===== src/sv/spiram_pkg.sv =====
`timescale 1ns / 1ps
// ----------------------------------------------------------------------------
// spiram_pkg
// shared types and constants of the spi register access master
// ----------------------------------------------------------------------------
package spiram_pkg;

  localparam int unsigned MAX_DATA_BYTES = 4;

  localparam int unsigned IN_BITS   = 50;
  localparam int unsigned IN_BYTES  = 56;
  localparam int unsigned RES_BITS  = 37;
  localparam int unsigned OUT_BYTES = 40;

  // transaction phases
  localparam logic [1:0] PH_IDLE  = 2'd0;
  localparam logic [1:0] PH_SETUP = 2'd1;
  localparam logic [1:0] PH_XFER  = 2'd2;
  localparam logic [1:0] PH_HOLD  = 2'd3;

  localparam logic [7:0] READ_FILL = 8'hff;

  typedef struct packed {
    logic [1:0]  phase;
    logic [7:0]  tick_count;
    logic [2:0]  bit_index;
    logic [2:0]  byte_index;
    logic [2:0]  byte_total;
    logic [7:0]  shift_out;
    logic [31:0] shift_in;
    logic        req_mode;
    logic [2:0]  req_trans;
    logic [11:0] req_addr;
    logic [31:0] req_wdata;
    logic        clock_level;
  } state_t;

  // first member lands in the highest bits, so cs_n ends up in bit 0
  typedef struct packed {
    logic [31:0] rdata;
    logic        done_res;
    logic        busy_res;
    logic        mosi;
    logic        sck;
    logic        cs_n;
  } result_t;

  typedef struct packed {
    logic        miso;
    logic [31:0] wdata;
    logic [11:0] addr;
    logic [2:0]  trans;
    logic        mode;
    logic        start_req;
  } item_t;

endpackage


===== src/sv/spiram_step.sv =====
`timescale 1ns / 1ps
// ----------------------------------------------------------------------------
// spiram_step
// next state and pin levels of the spi master for one tick
// ----------------------------------------------------------------------------
module spiram_step (
  input  spiram_pkg::state_t  st,
  input  spiram_pkg::item_t   item,
  input  logic [7:0]          half_period,
  output spiram_pkg::state_t  st_next,
  output spiram_pkg::result_t res
);
  import spiram_pkg::*;

  logic [7:0] h;
  logic [3:0] n_raw;
  logic [2:0] n_clamp;
  logic [2:0] byte_index_inc;
  logic       done;

  // data byte k of the latched request (the read fill byte in read mode), k two or more
  function automatic logic [7:0] data_byte(input state_t s, input logic [2:0] k);
    logic [2:0]  diff;
    logic [7:0]  b;
    diff = s.byte_total - 3'd1 - k;
    case (diff[1:0])
      2'd0:    b = s.req_wdata[7:0];
      2'd1:    b = s.req_wdata[15:8];
      2'd2:    b = s.req_wdata[23:16];
      default: b = s.req_wdata[31:24];
    endcase
    if (!s.req_mode) begin
      b = READ_FILL;
    end
    return b;
  endfunction

  assign h = (half_period == 8'd0) ? 8'd1 : half_period;
  assign n_raw = (item.trans == 3'd6) ? 4'd2 : {1'b0, item.trans} + 4'd1;
  assign n_clamp = (n_raw > 4'(MAX_DATA_BYTES)) ? 3'(MAX_DATA_BYTES) : n_raw[2:0];
  assign byte_index_inc = st.byte_index + 3'd1;

  always_comb begin
    st_next = st;
    done    = 1'b0;
    if (st.phase == PH_IDLE) begin
      if (item.start_req) begin
        st_next.req_mode    = item.mode;
        st_next.req_trans   = item.trans;
        st_next.req_addr    = item.addr;
        st_next.req_wdata   = item.wdata;
        st_next.byte_total  = n_clamp + 3'd2;
        st_next.byte_index  = 3'd0;
        st_next.bit_index   = 3'd7;
        st_next.clock_level = 1'b0;
        st_next.shift_in    = 32'd0;
        st_next.shift_out   = {item.mode, item.trans, item.addr[11:8]};
        st_next.phase       = PH_SETUP;
        st_next.tick_count  = 8'd1;
      end
    end else if (st.tick_count < h) begin
      st_next.tick_count = st.tick_count + 8'd1;
    end else begin
      st_next.tick_count = 8'd1;
      case (st.phase)
        PH_SETUP: begin
          st_next.phase       = PH_XFER;
          st_next.clock_level = 1'b0;
          st_next.bit_index   = 3'd7;
          st_next.byte_index  = 3'd0;
        end
        PH_XFER: begin
          if (!st.clock_level) begin
            st_next.clock_level = 1'b1;
            if (st.byte_index >= 3'd2 && !st.req_mode) begin
              st_next.shift_in = {st.shift_in[30:0], item.miso};
            end
          end else if (st.bit_index != 3'd0) begin
            st_next.bit_index   = st.bit_index - 3'd1;
            st_next.clock_level = 1'b0;
          end else begin
            st_next.byte_index  = byte_index_inc;
            st_next.clock_level = 1'b0;
            st_next.bit_index   = 3'd7;
            if (byte_index_inc >= st.byte_total) begin
              st_next.phase = PH_HOLD;
            end else if (byte_index_inc == 3'd1) begin
              st_next.shift_out = st.req_addr[7:0];
            end else begin
              st_next.shift_out = data_byte(st, byte_index_inc);
            end
          end
        end
        default: begin
          st_next.phase      = PH_IDLE;
          st_next.tick_count = 8'd0;
          done               = 1'b1;
        end
      endcase
    end
  end

  always_comb begin
    res.cs_n     = (st_next.phase == PH_IDLE);
    res.sck      = (st_next.phase == PH_XFER) && st_next.clock_level;
    res.mosi     = (st_next.phase == PH_XFER) && st_next.shift_out[st_next.bit_index];
    res.busy_res = (st_next.phase != PH_IDLE);
    res.done_res = done;
    res.rdata    = st_next.shift_in;
  end

endmodule


===== src/sv/spiram_skid.sv =====
`timescale 1ns / 1ps
// ----------------------------------------------------------------------------
// spiram_skid
// result register with a skid entry, registered ready toward the core
// ----------------------------------------------------------------------------
module spiram_skid #(
  parameter int unsigned WIDTH = 37
) (
  input  logic             clk,
  input  logic             rst,
  input  logic             in_valid,
  output logic             in_ready,
  input  logic [WIDTH-1:0] in_data,
  output logic             out_valid,
  input  logic             out_ready,
  output logic [WIDTH-1:0] out_data
);

  logic             main_valid;
  logic             skid_valid;
  logic [WIDTH-1:0] skid_data;
  logic             in_fire;
  logic             main_load;

  assign in_ready  = !skid_valid;
  assign in_fire   = in_valid && in_ready;
  assign main_load = out_ready || !main_valid;
  assign out_valid = main_valid;

  always_ff @(posedge clk) begin
    if (rst) begin
      main_valid <= 1'b0;
      skid_valid <= 1'b0;
    end else if (main_load) begin
      main_valid <= skid_valid || in_fire;
      skid_valid <= 1'b0;
    end else if (in_fire) begin
      skid_valid <= 1'b1;
    end
  end

  always_ff @(posedge clk) begin
    if (main_load) begin
      out_data <= skid_valid ? skid_data : in_data;
    end else if (in_fire) begin
      skid_data <= in_data;
    end
  end

endmodule


===== src/sv/spi_register_access_master.sv =====
`timescale 1ns / 1ps
// ----------------------------------------------------------------------------
// spi_register_access_master
// spi mode-0 register access master stepped by one input beat per tick
// ----------------------------------------------------------------------------
// each input beat is one time tick: a start request with the transaction
// (mode, trans, addr, wdata) and the miso level sampled at that tick. each
// beat yields exactly one output beat with the pin levels after the tick
// (cs_n, sck, mosi), busy, a one-tick done pulse and the read shift register.
// the cfg channel writes half_period_ticks, the length of every sck half
// period and of the cs setup and hold segments; it is always ready. the user
// must write it only while no beat is in flight (the block does not enforce
// this); a new value applies from the next tick on, even in the middle of a transaction.
// throughput: one beat per clock cycle, sustained while m_axis_tready is high,
// set by the single registered step (input register -> next-state logic ->
// result register). an input beat is held in the input register, stepped into
// the result buffer and shown on m_axis from there.
// reset: phase idle, divider back to 1, both the input register and the
// result buffer empty.
// when the receiver stalls, one result waits in the output register, one
// more in the skid entry and one tick in the input register; the input side
// then stops taking beats and the tick sequence pauses with no loss.
// ----------------------------------------------------------------------------
module spi_register_access_master (
  input  logic        clk,
  input  logic        rst,
  // config write channel
  input  logic        cfg_valid,
  output logic        cfg_ready,
  input  logic [7:0]  cfg_data,       // half_period_ticks
  // tick input
  input  logic        s_axis_tvalid,
  output logic        s_axis_tready,
  input  logic [55:0] s_axis_tdata,   // start_req, mode, trans[2:0], addr[11:0],
                                      // wdata[31:0], miso, zero pad
  // pin levels per tick
  output logic        m_axis_tvalid,
  input  logic        m_axis_tready,
  output logic [39:0] m_axis_tdata    // cs_n, sck, mosi, busy_res, done_res,
                                      // rdata[31:0], zero pad
);
  import spiram_pkg::*;

  // divider register
  logic [7:0] half_period;

  // input register
  logic  in_valid;
  item_t in_item;

  // transaction state
  state_t  st;
  state_t  st_next;
  result_t res;

  logic                res_ready;
  logic                advance;
  logic [RES_BITS-1:0] out_bits;

  assign cfg_ready = 1'b1;

  always_ff @(posedge clk) begin
    if (rst) begin
      half_period <= 8'd1;
    end else if (cfg_valid) begin
      half_period <= cfg_data;
    end
  end

  // the step fires when a tick is held and the result buffer has room
  assign advance       = in_valid && res_ready;
  assign s_axis_tready = !in_valid || advance;

  always_ff @(posedge clk) begin
    if (rst) begin
      in_valid <= 1'b0;
    end else if (s_axis_tready) begin
      in_valid <= s_axis_tvalid;
    end
  end

  always_ff @(posedge clk) begin
    if (s_axis_tready && s_axis_tvalid) begin
      in_item <= s_axis_tdata[IN_BITS-1:0];
    end
  end

  spiram_step u_step (
    .st          (st),
    .item        (in_item),
    .half_period (half_period),
    .st_next     (st_next),
    .res         (res)
  );

  // whole transaction state set to its reset values by reset
  always_ff @(posedge clk) begin
    if (rst) begin
      st.phase       <= PH_IDLE;
      st.tick_count  <= 8'd0;
      st.bit_index   <= 3'd7;
      st.byte_index  <= 3'd0;
      st.byte_total  <= 3'd0;
      st.clock_level <= 1'b0;
      st.shift_in    <= 32'd0;
      st.shift_out   <= 8'd0;
      st.req_mode    <= 1'b0;
      st.req_trans   <= 3'd0;
      st.req_addr    <= 12'd0;
      st.req_wdata   <= 32'd0;
    end else if (advance) begin
      st <= st_next;
    end
  end

  spiram_skid #(
    .WIDTH (RES_BITS)
  ) u_skid (
    .clk       (clk),
    .rst       (rst),
    .in_valid  (advance),
    .in_ready  (res_ready),
    .in_data   (res),
    .out_valid (m_axis_tvalid),
    .out_ready (m_axis_tready),
    .out_data  (out_bits)
  );

  assign m_axis_tdata = {(OUT_BYTES - RES_BITS)'(0), out_bits};

  // idle always has a cleared tick counter
  a_idle_tick : assert property (@(posedge clk) disable iff (rst)
    st.phase == PH_IDLE |-> st.tick_count == 8'd0)
    else $error("tick counter running while idle");

  // an active transaction carries header plus one to four data bytes
  a_total : assert property (@(posedge clk) disable iff (rst)
    st.phase != PH_IDLE |-> st.byte_total >= 3'd3 && st.byte_total <= 3'(MAX_DATA_BYTES + 2))
    else $error("byte total out of range");

  // the byte being shifted is always inside the transaction
  a_byte_index : assert property (@(posedge clk) disable iff (rst)
    st.phase == PH_XFER |-> st.byte_index < st.byte_total)
    else $error("byte index past end of transaction");

  // a done pulse leaves the engine idle
  a_done_idle : assert property (@(posedge clk) disable iff (rst)
    advance && res.done_res |=> st.phase == PH_IDLE)
    else $error("done without return to idle");

endmodule

===== config.mk =====
export PLATFORM = sky130hd
export DESIGN_NAME = spi_register_access_master
export DESIGN_NICKNAME = d
export VERILOG_FILES = /design/src/sv/spiram_pkg.sv /design/src/sv/spiram_step.sv /design/src/sv/spiram_skid.sv /design/src/sv/spi_register_access_master.sv
export SDC_FILE = /design/constraint.sdc
export NUM_CORES = 1
export LEC_CHECK = 0
export BUFFER_PORTS_ARGS = -buffer_cell sky130_fd_sc_hd__buf_4
export CAP_MARGIN = 25
export CORE_ASPECT_RATIO = 0.6
export CORE_MARGIN = 3
export CORE_UTILIZATION = 50
export DETAILED_ROUTE_END_ITERATION = 16
export GPL_TIMING_DRIVEN = 0
export MAX_ROUTING_LAYER = met4
export PLACE_DENSITY = 0.72
export SLEW_MARGIN = 10
export SYNTH_ARGS = -nofsm -noshare
export SYNTH_HDL_FRONTEND = slang
export SYNTH_SLANG_ARGS = --single-unit
export TNS_END_PERCENT = 30

===== constraint.sdc =====
create_clock -name clk -period 3.5 [get_ports clk]
set_input_delay 0.35 -clock clk [delete_from_list [all_inputs] [get_ports clk]]
set_output_delay 0.35 -clock clk [all_outputs]
set_load 0.05 [all_outputs]

# Yosys cells after proc, flatten, opt, wreduce, memory -nomap -nowiden
# Cells that the tools add are included.
classes:
  bitwise: 1
  reduce_logical: 26
  magnitude_cmp: 5
  muxes: 38
  addsub: 7
  n_eq_ne: 11
ops:
  columns: ["cell", "count"]
  rows:
  - ["$mux W40", 3]
  - ["$mux W108", 1]
  - ["$mux W32", 2]
  - ["$mux W8", 7]
  - ["$mux W37", 1]
  - ["$pmux W8 S3", 1]
  - ["$mux W16", 1]
  - ["$mux W6", 2]
  - ["$pmux W6 S2", 1]
  - ["$mux W3", 3]
  - ["$add A8 B1 Y8 const B", 1]
  - ["$logic_not A8 Y1", 1]
  - ["$lt A8 B8 Y1", 1]
  - ["$mux W1", 8]
  - ["$mux W2", 4]
  - ["$eq A2 B2 Y1 const B", 3]
  - ["$logic_and A1 B1 Y1", 6]
  - ["$logic_not A2 Y1", 3]
  - ["$ne A3 B2 Y1 const B", 2]
  - ["$reduce_and A6 Y1", 1]
  - ["$reduce_bool A3 Y1", 2]
  - ["$add A3 B1 Y4 const B", 1]
  - ["$eq A2 B1 Y1 const B", 2]
  - ["$gt A4 B3 Y1 const B", 1]
  - ["23 further kinds", 30]
totals:
  register_bits: 243

# Logic depth before layout (Yosys ltp)
# Gate-level depths: netlist of the first run.
depth:
  depth_word: 16
  mapped_depth: 12

# Modules after synthesis
# Synthesis of the first run repeated with hierarchy kept, for this count alone.
unflattened:
  hier_cells: 1131
  hier_area_um2: 12634.6
modules_own_cells:
  columns: ["mod", "cells_each", "area_per_inst_um2", "instances", "seq_area_each_um2"]
  rows:
  - ["spi_register_access_master", 578, 6707.7, 1, 3843.7]
  - ["spiram_step", 430, 3171.8, 1, 0.0]
  - ["spiram_skid", 123, 2755.1, 1, 2262.2]

# Worst setup path after synthesis of the first run
# No wires, ideal clock.
synth_path:
  path_kind: "register to register"
  from: "register u_skid.main_valid, in the netlist u_skid.out_valid"
  to: "register u_skid.skid_data[0], enable pin"
  path_buffers: 0
  period_less_slack_ps: 3753
  slack_ps: -253
  t_arrival_ps: 3322
  path_stages_with_launch: 3
  setup_ps: 431
  cell_sequence: "dfxtp_1 nand2b_1 nor2_1"
synth_between:
  elab_chain_len: 4
synth_lines:
  columns: ["element", "line_no", "rtl"]
  rows:
  - ["from (decl)", "spiram_skid.sv:19", "logic main_valid;"]
  - ["from (signal assigned)", "spiram_skid.sv:35", "main_valid <= skid_valid || in_fire;"]
  - ["$logic_not A1 Y1", "spiram_skid.sv:27", "assign main_load = out_ready || !main_valid;"]
  - ["$logic_or A1 B1 Y1", "spiram_skid.sv:27", null]
  - ["named net u_skid.main_load", "spiram_skid.sv:23", "logic main_load;"]
  - ["$not A1 Y1 (no line)", null, null]
  - ["$reduce_and A2 Y1 (no line)", null, null]
  - ["to (signal assigned)", "spiram_skid.sv:46", "skid_data <= in_data;"]
  - ["to (decl)", "spiram_skid.sv:21", "logic [WIDTH-1:0] skid_data;"]
# The timed path passes the listed nets, and every way through them passes these cells.
# A chain may end at the register's enable or synchronous reset.

# Final worst setup path of the first run
layout_path:
  from: "register, netlist name st[93]"
  to: "register u_skid.out_data[2], data pin"
layout_between:
  elab_chain_len: 16
  word_cells_on_any_way: 27
  classes_between: "add/sub: 2; order compare: 1; eq/ne: 4; mux: 18; reduce/logical: 2"
layout_lines:
  columns: ["element", "line_no", "rtl"]
  rows:
  - ["$add A3 B1 Y3 *", "spiram_step.sv:41", "assign byte_index_inc = st.byte_index + 3'd1;"]
  - ["$sub A2 B2 Y2", "spiram_step.sv:25", "diff = s.byte_total - 3'd1 - k;"]
  - ["$eq A2 B2 Y1 (tied with other cells)", "spiram_step.sv:26", "case (diff[1:0])"]
  - ["$pmux W8 S3", "spiram_step.sv:26", null]
  - ["$mux W8", "spiram_step.sv:32", "if (!s.req_mode) begin"]
  - ["$mux W8", "spiram_step.sv:87", "end else if (byte_index_inc == 3'd1) begin"]
  - ["$mux W8", "spiram_step.sv:85", "if (byte_index_inc >= st.byte_total) begin"]
  - ["$mux W8", "spiram_step.sv:78", "end else if (st.bit_index != 3'd0) begin"]
  - ["$mux W8", "spiram_step.sv:73", "if (!st.clock_level) begin"]
  - ["$mux W40", "spiram_step.sv:65", "case (st.phase)"]
  - ["$mux W40", "spiram_step.sv:61", "end else if (st.tick_count < h) begin"]
  - ["$mux W40", "spiram_step.sv:46", "if (st.phase == PH_IDLE) begin"]
  - ["$bmux W1 S3", "spiram_step.sv:106", "res.mosi = (st_next.phase == PH_XFER) && st_next.shift_out[st_next.bit_index];"]
  - ["$mux W1 (not written as such)", "spiram_step.sv:106", null]
  - ["$logic_and A1 B1 Y1 *", "spiram_step.sv:106", null]
  - ["$mux W37 *", "spiram_skid.sv:44", "out_data <= skid_valid ? skid_data : in_data;"]
  - ["to (signal assigned)", "spiram_skid.sv:44", null]
  - ["to (decl)", "spiram_skid.sv:16", "output logic [WIDTH-1:0] out_data"]
# Every way passes the cells marked *; elsewhere a longest branch is shown, timed or not. The select of a mux whose other input is x is not followed.

==> impl_metrics.json, run 1 <==
{
  "first_pass_iters": 5,
  "clkTransAtPathRegs_ns": 0.06,
  "met2_usage_pct": 27.14,
  "vias_per_cell": 5.488,
  "drv_cap": 0,
  "ant_nets": 0,
  "power.density_mw_per_mm2": 508.8,
  "core_area_mm2": 0.01947,
  "synth_cell_type_count": 68,
  "cp.required_ns": 3.83,
  "cts_tree": "yes",
  "synth-seq-area-share_pct": 58.88,
  "clkLatencyLatePin_ns": 0.51,
  "yosysTopAreaCell": "edfxtp_1",
  "wl_per_cell_um": 16.90,
  "num_io_pins": 112,
  "cts_root_buffer": "clkbuf_16",
  "clockBufferDepth": 3,
  "num_rows": 39,
  "synth_edf_count": 124,
  "port_buffers": 100,
  "synth_seq_cells": 236,
  "hold_path_class": "input port to flop",
  "overflow": 0,
  "via_count": 7261,
  "finalSetupTns_ns": 0,
  "setup.worst_path.start": "st[93]$_SDFFE_PP0P_",
  "end_kind": "flop",
  "cts_buffers": 23,
  "setup_viol": 0,
  "stdcell_count": 1323,
  "crit_path_start_kind": "flop",
  "drc": 0,
  "post-route-util_pct": 61.97,
  "hold_viol_final": 0,
  "grt_use_met3_pct": 3.719,
  "grt_pass1_vias": 6744,
  "hpwl_um": 16150,
  "n_antenna_cell": 0,
  "rsz0062_at_grt": "no",
  "antenna_found_initial": 0,
  "synth_top_area_share_pct": 36.75,
  "cts_sinks": 236,
  "cp_max_fo": 10,
  "synth_area_leaders": "edfxtp_1, dfxtp_1, nand2_1, mux2_2, nor2_1",
  "fmax_mhz": 300.7,
  "slew_viol_final": 0,
  "fin_worst_skew_ns": 0.01964,
  "relSlewSlack_pct": 30.23,
  "ys_warn_count": 0,
  "status": "finished clean",
  "nNetsFinal": 1132,
  "gp_congestion": 0.9178,
  "worst_slew_pin_slew_ns": 1.036,
  "min_period_ns": 3.325,
  "die-area_mm2": 0.02206,
  "synthCells": 910,
  "h-tree-depth": 1,
  "worstSetupPathType": "flop to flop",
  "routed_wl_um": 22350,
  "grt-busiest-layer": "met1",
  "async_flop_share_pct": 0,
  "grtUsageMet1_pct": 33.59,
  "post_cts_buffers": 0,
  "grt_pass1_wl_um": 35860,
  "drt_iter0_markers": 605,
  "worstPathArrival_ns": 3.65,
  "irDropWorstVdd_v": 0.0003392,
  "synth_ff_type": "edfxtp_1",
  "dieWidth_um": 189.8,
  "syn-cell-area_mm2": 0.01013,
  "total_power_mw": 6.139,
  "track_usage_pct": 20.81,
  "p_leak_nw": 4.669,
  "avgSynthCellArea_um2": 11.13,
  "syn_to_final_growth_pct": 19.08,
  "initial_core_util_pct": 52.04,
  "grt_max_degree": 38,
  "drive_gt1_share_pct": 22.71,
  "hold_start": "s_axis_tdata[37]",
  "timing.rr.start": "st[93]$_SDFFE_PP0P_",
  "dp_cells": 1281,
  "die_h_um": 116.3,
  "min_period_over_period_pct": 95.01
}
-- registers in the layout (all words and copies together) (netlist names) --
name and flops:
st 101, u_skid.out_valid 1, u_skid.out_data 37, u_skid.skid_data 37, in_item 50, in_valid 1
half_period 8, u_skid.skid_valid 1
-- synthesized netlist by cell type (all sizes together), types with 2 or more instances --
master,instances
o211ai,6
o211a,2
edfxtp,124
mux2i,11
nand2,176
dfxtp,112
nor2b,3
nor3,9
mux2,36
mux4,8
conb,2
a22oi,2
xor2,8
nand4,3
nand3,35
o221ai,6
a21oi,57
ha,22
nand2b,5
a211oi,11
o31ai,3
or4,3
clkbuf,42
nor4,2
a311oi,33
a31oi,2
o22ai,7
or2,2
buf,15
nand3b,2
o21ai,17
o221a,2
or3,5
inv,28
and2,5
nor2,85
o41ai,2
-- what timing repair did --
action,CTS,global route
hold buffers,0,1
setup endpoints to repair,0,2
hold endpoints to repair,0,1
resized for setup,0,4
-- where the power goes --
part           internal (mW)  switching (mW)  total (mW)
Sequential              3.05          0.0739        3.12
Clock                   1.38            1.01        2.39
Combinational          0.225           0.401       0.625
Total                   4.65            1.49        6.14
-- worst paths after layout --
path | slack, ns | endpoint | cells after the start
worst min-delay path | 0.02 | in_item[37]$_DFFE_PP_ | 1
worst max-delay path | 0.17 | u_skid.out_data[2]$_DFFE_PP_ | 12
worst max register to register | 0.17 | u_skid.out_data[2]$_DFFE_PP_ | 12
worst min register to register | 0.45 | st[20]$_SDFFE_PP0P_ | 2
-- through the flow --
| step | hold slack (ns) | cell area [µm²] | setup slack, ns |
|---|---|---|---|
| global placement | 0.4415 | 11230 | -0.4445 |
| finish | 0.01977 | 12070 | 0.1747 |
| detailed placement | 0.4433 | 11310 | 0.03141 |
| global route | 0.001897 | 12070 | 0.02242 |
| CTS | 0.006026 | 12030 | 0.007596 |
| floorplan | 0.4331 | 10140 | 0.3503 |
-- worst max-delay path: stages (launching register included) --
cell and delay (ns):
dfxtp_1 0.40, ha_1 0.27, xor2_2 0.20, ha_1 0.27, a21oi_1 0.15, o21ai_1 0.13, or3_4 0.39, or3_1 0.31
buf_4 0.18, o211a_1 0.27, a21oi_1 0.20, a211oi_2 0.08, o41ai_2 0.30
-- cells by family after synthesis --
group | after synthesis | synth area share [%]
AO/OA/AOI/OAI | 161 | 11.18
XOR/XNOR | 9 | 0.7780
adder cells (fa/ha/maj) | 22 | 2.717
buffers and inverters | 86 | 3.643
flip-flops | 236 | 58.88
multiplexers | 55 | 6.940
other | 2 | 0.07412
AND/OR/NAND/NOR | 339 | 15.79
-- per-layer routing --
metal	vias up	part of all wire [%]
li1	3524	-
met1	3426	52
met2	272	39
met3	39	7.9
met4	0	1.5
met5	-	0
-- area by class of cell --
class	count	area (µm²)
Inverter	29	108.9
Buffer	57	260.3
Fill cell	1571	7405
Multi-Input combinational cell	590	3845
Tap cell	266	332.8
Clock buffer	29	608.1
Timing Repair Buffer	104	835.8
Sequential cell	236	5966
Clock inverter	12	108.9
-- cell usage in the layout, fill, tap and decap left out, types with 6 or more instances in the layout --
cell / Yosys / final
nor2_1: 84 / 83
edfxtp_1: 124 / 124
buf_4: 6 / 106
nor3_1: 9 / 9
o22ai_1: 7 / 7
mux2i_1: 11 / 11
inv_1: 28 / 28
nand3_2: 30 / 30
ha_1: 22 / 22
clkbuf_1: 42 / 47
clkbuf_16: 0 / 23
mux4_2: 8 / 8
a311oi_1: 33 / 33
mux2_2: 34 / 34
nand2_1: 176 / 176
o21ai_0: 14 / 14
a211oi_1: 10 / 10
dfxtp_1: 112 / 112
xor2_1: 8 / 6
a21oi_1: 57 / 57
No activity file was read; power rests on OpenSTA's default activity.
==> run 2: changes to the inputs <==
Settings changed: SETUP_SLACK_MARGIN from default to 0.4.
==> impl_metrics.json, run 2 (synthesis gave the netlist of run 1 again) <==
{
  "status": "finished clean",
  "multiInputGateArea_mm2": 0.004034,
  "p_comb_share_pct": 10.9,
  "routed_wl_um": 23010,
  "layout_commonest_cell": "nand2_1",
  "dieWidth_um": 189.8,
  "clkTransAtPathRegs_ns": 0.07,
  "p_leak_nw": 4.715,
  "worstPathArrival_ns": 3.35,
  "grt_pass1_wl_um": 36440,
  "fill_cells": 1534,
  "place_area_mm2": 0.01130,
  "cp.required_ns": 3.73,
  "stdcell_count": 1332,
  "crit_family": "compound AO/OA/AOI/OAI gates",
  "p_sw_mw": 1.488,
  "min_period_ns": 3.122,
  "total_power_mw": 6.055,
  "reg_top3": "st: 101 flops, in_item: 50 flops",
  "grtUsageMet1_pct": 33.54,
  "grt_max_degree": 39,
  "grt_pass1_vias": 6809,
  "cts_buffers": 22,
  "antenna_found_initial": 0,
  "worstSetupPathType": "flop to flop",
  "path_cells": "inv_1, ha_4, ha_4, xor2_4, buf_4, mux4_2, o22ai_1, o221ai_4, o41ai_1, a31o_1, o41ai_2",
  "power.internal_mw": 4.567,
  "core_area_mm2": 0.01947,
  "irDropWorstVdd_v": 0.0003065,
  "power.density_mw_per_mm2": 492.2,
  "vias_per_cell": 5.532,
  "track_usage_pct": 21.23,
  "port_buffers": 100,
  "slew_viol_final": 0,
  "crit_path_start_kind": "flop",
  "overflow": 0,
  "cp_max_fo": 5,
  "nNetsFinal": 1141,
  "grt_use_met3_pct": 3.629,
  "dp_cells": 1281,
  "initial_core_util_pct": 52.04,
  "cts_tree": "yes",
  "die-area_mm2": 0.02206,
  "path_buf_inv": 2,
  "fmax_mhz": 320.4,
  "drc": 0,
  "crit_slowest_cell": "dfxtp_4",
  "cp_common_cell": "ha_4",
  "hold_path_class": "input port to flop",
  "layout.area.seq_mm2": 0.005973,
  "mostFrequentLayoutCells": "nand2_1, edfxtp_1, buf_4",
  "clkPwrFrac_pct": 37.6,
  "gp_congestion": 0.9362,
  "p_sw_share_pct": 24.58,
  "rsz0062_at_grt": "yes",
  "first_pass_iters": 8,
  "drt_iter0_markers": 813,
  "via_count": 7368,
  "hold_buffers": 0,
  "drive_gt1_share_pct": 25.70,
  "hpwl_um": 16020,
  "h-tree-depth": 1,
  "largest_reg_flops": 101,
  "num_rows": 39,
  "setup_viol": 0,
  "p_seq_share_pct": 51.6,
  "end_kind": "flop",
  "cts_root_buffer": "clkbuf_16",
  "max_stage_delay_ns": 0.36,
  "wl_per_cell_um": 17.28,
  "die_h_um": 116.3,
  "relSlewSlack_pct": 32.13,
  "final_cell_area_mm2": 0.01230,
  "ant_nets": 0,
  "hold_viol_final": 0,
  "fin_worst_skew_ns": 0.007390,
  "n_antenna_cell": 0,
  "clockBufferDepth": 3,
  "worst_slew_pin_slew_ns": 1.007,
  "drv_cap": 0,
  "cts_sinks": 236,
  "met2_usage_pct": 28.63,
  "num_io_pins": 112,
  "clkLatencyLatePin_ns": 0.50,
  "largest_register": "st",
  "grt-busiest-layer": "met1",
  "min_period_over_period_pct": 89.19,
  "syn_to_final_growth_pct": 21.41
}
run 2: changes by cell type in the layout (fill, tap and decap cells not counted), sizes merged:
cell and delta:
buf +11, bufinv -1, clkbuf -2, clkinv -1
clkinvlp +4, dlygate4sd3 -1, inv -1
run 2: what timing repair did:
item,in CTS,in global routing
hold endpoints to repair,0,0
gates resized for setup,17,25
pin swaps,1,4
setup endpoints to repair,2,123
setup buffers,0,10
cloned,0,1
run 2: worst reg2reg max path: stages (launching register included):
cell and delay, ns:
dfxtp_4 0.36, inv_1 0.15, ha_4 0.24, ha_4 0.29, xor2_4 0.25, buf_4 0.20
mux4_2 0.31, o22ai_1 0.28, o221ai_4 0.18, o41ai_1 0.30, a31o_1 0.20, o41ai_2 0.09
run 2: worst paths after layout:
kind	startpoint	to	slack, ns	cells past startpoint
max reg2reg	st[92]$_SDFFE_PP0P_	u_skid.out_data[2]$_DFFE_PP_	0.38	11
min	s_axis_tdata[3]	in_item[3]$_DFFE_PP_	0.02	1
min reg2reg	st[15]$_SDFFE_PP0P_	st[15]$_SDFFE_PP0P_	0.46	2
max	st[92]$_SDFFE_PP0P_	u_skid.out_data[2]$_DFFE_PP_	0.38	11
run 2: routing by layer:
| metal | vias up | share of wire [%] |
|---|---|---|
| li1 | 3542 | - |
| met1 | 3502 | 51 |
| met2 | 286 | 40 |
| met3 | 38 | 7.6 |
| met4 | 0 | 1.6 |
| met5 | - | 0 |
run 2: cell type report:
cell class / count / share of cell area [%]
sequential: 236 / 48.56
multi-input combinational: 590 / 32.79
timing repair buffer: 114 / 7.303
clock buffer: 27 / 4.801
tap: 266 / 2.705
buffer: 57 / 2.177
inverter: 29 / 0.8849
clock inverter: 13 / 0.7832
run 2: through the flow:
stage                     worst slack, ns  hold slack, ns  utilization, %  TNS (ns)
final                              0.3784         0.02293           63.18         0
after global routing               0.2818        0.008726           63.18         0
after CTS                          0.3809         0.01256           62.05         0
after detailed placement         -0.02586          0.4469           58.05  -0.02586
after global placement            0.03487          0.4420           57.68         0
after floorplan                    0.5056          0.4331               -         0
run 2: power groups by stage:
| stage | registers, mW | clock network (mW) | logic [mW] |
|---|---|---|---|
| 2_1_floorplan | 3.28 | 0 | 0.293 |
| 3_3_place_gp | 3.18 | 0 | 0.600 |
| 3_5_place_dp | 3.18 | 0 | 0.618 |
| 4_1_cts | 3.12 | 2.30 | 0.629 |
| 5_1_grt | 3.13 | 2.43 | 0.715 |
| 6_report | 3.12 | 2.27 | 0.659 |
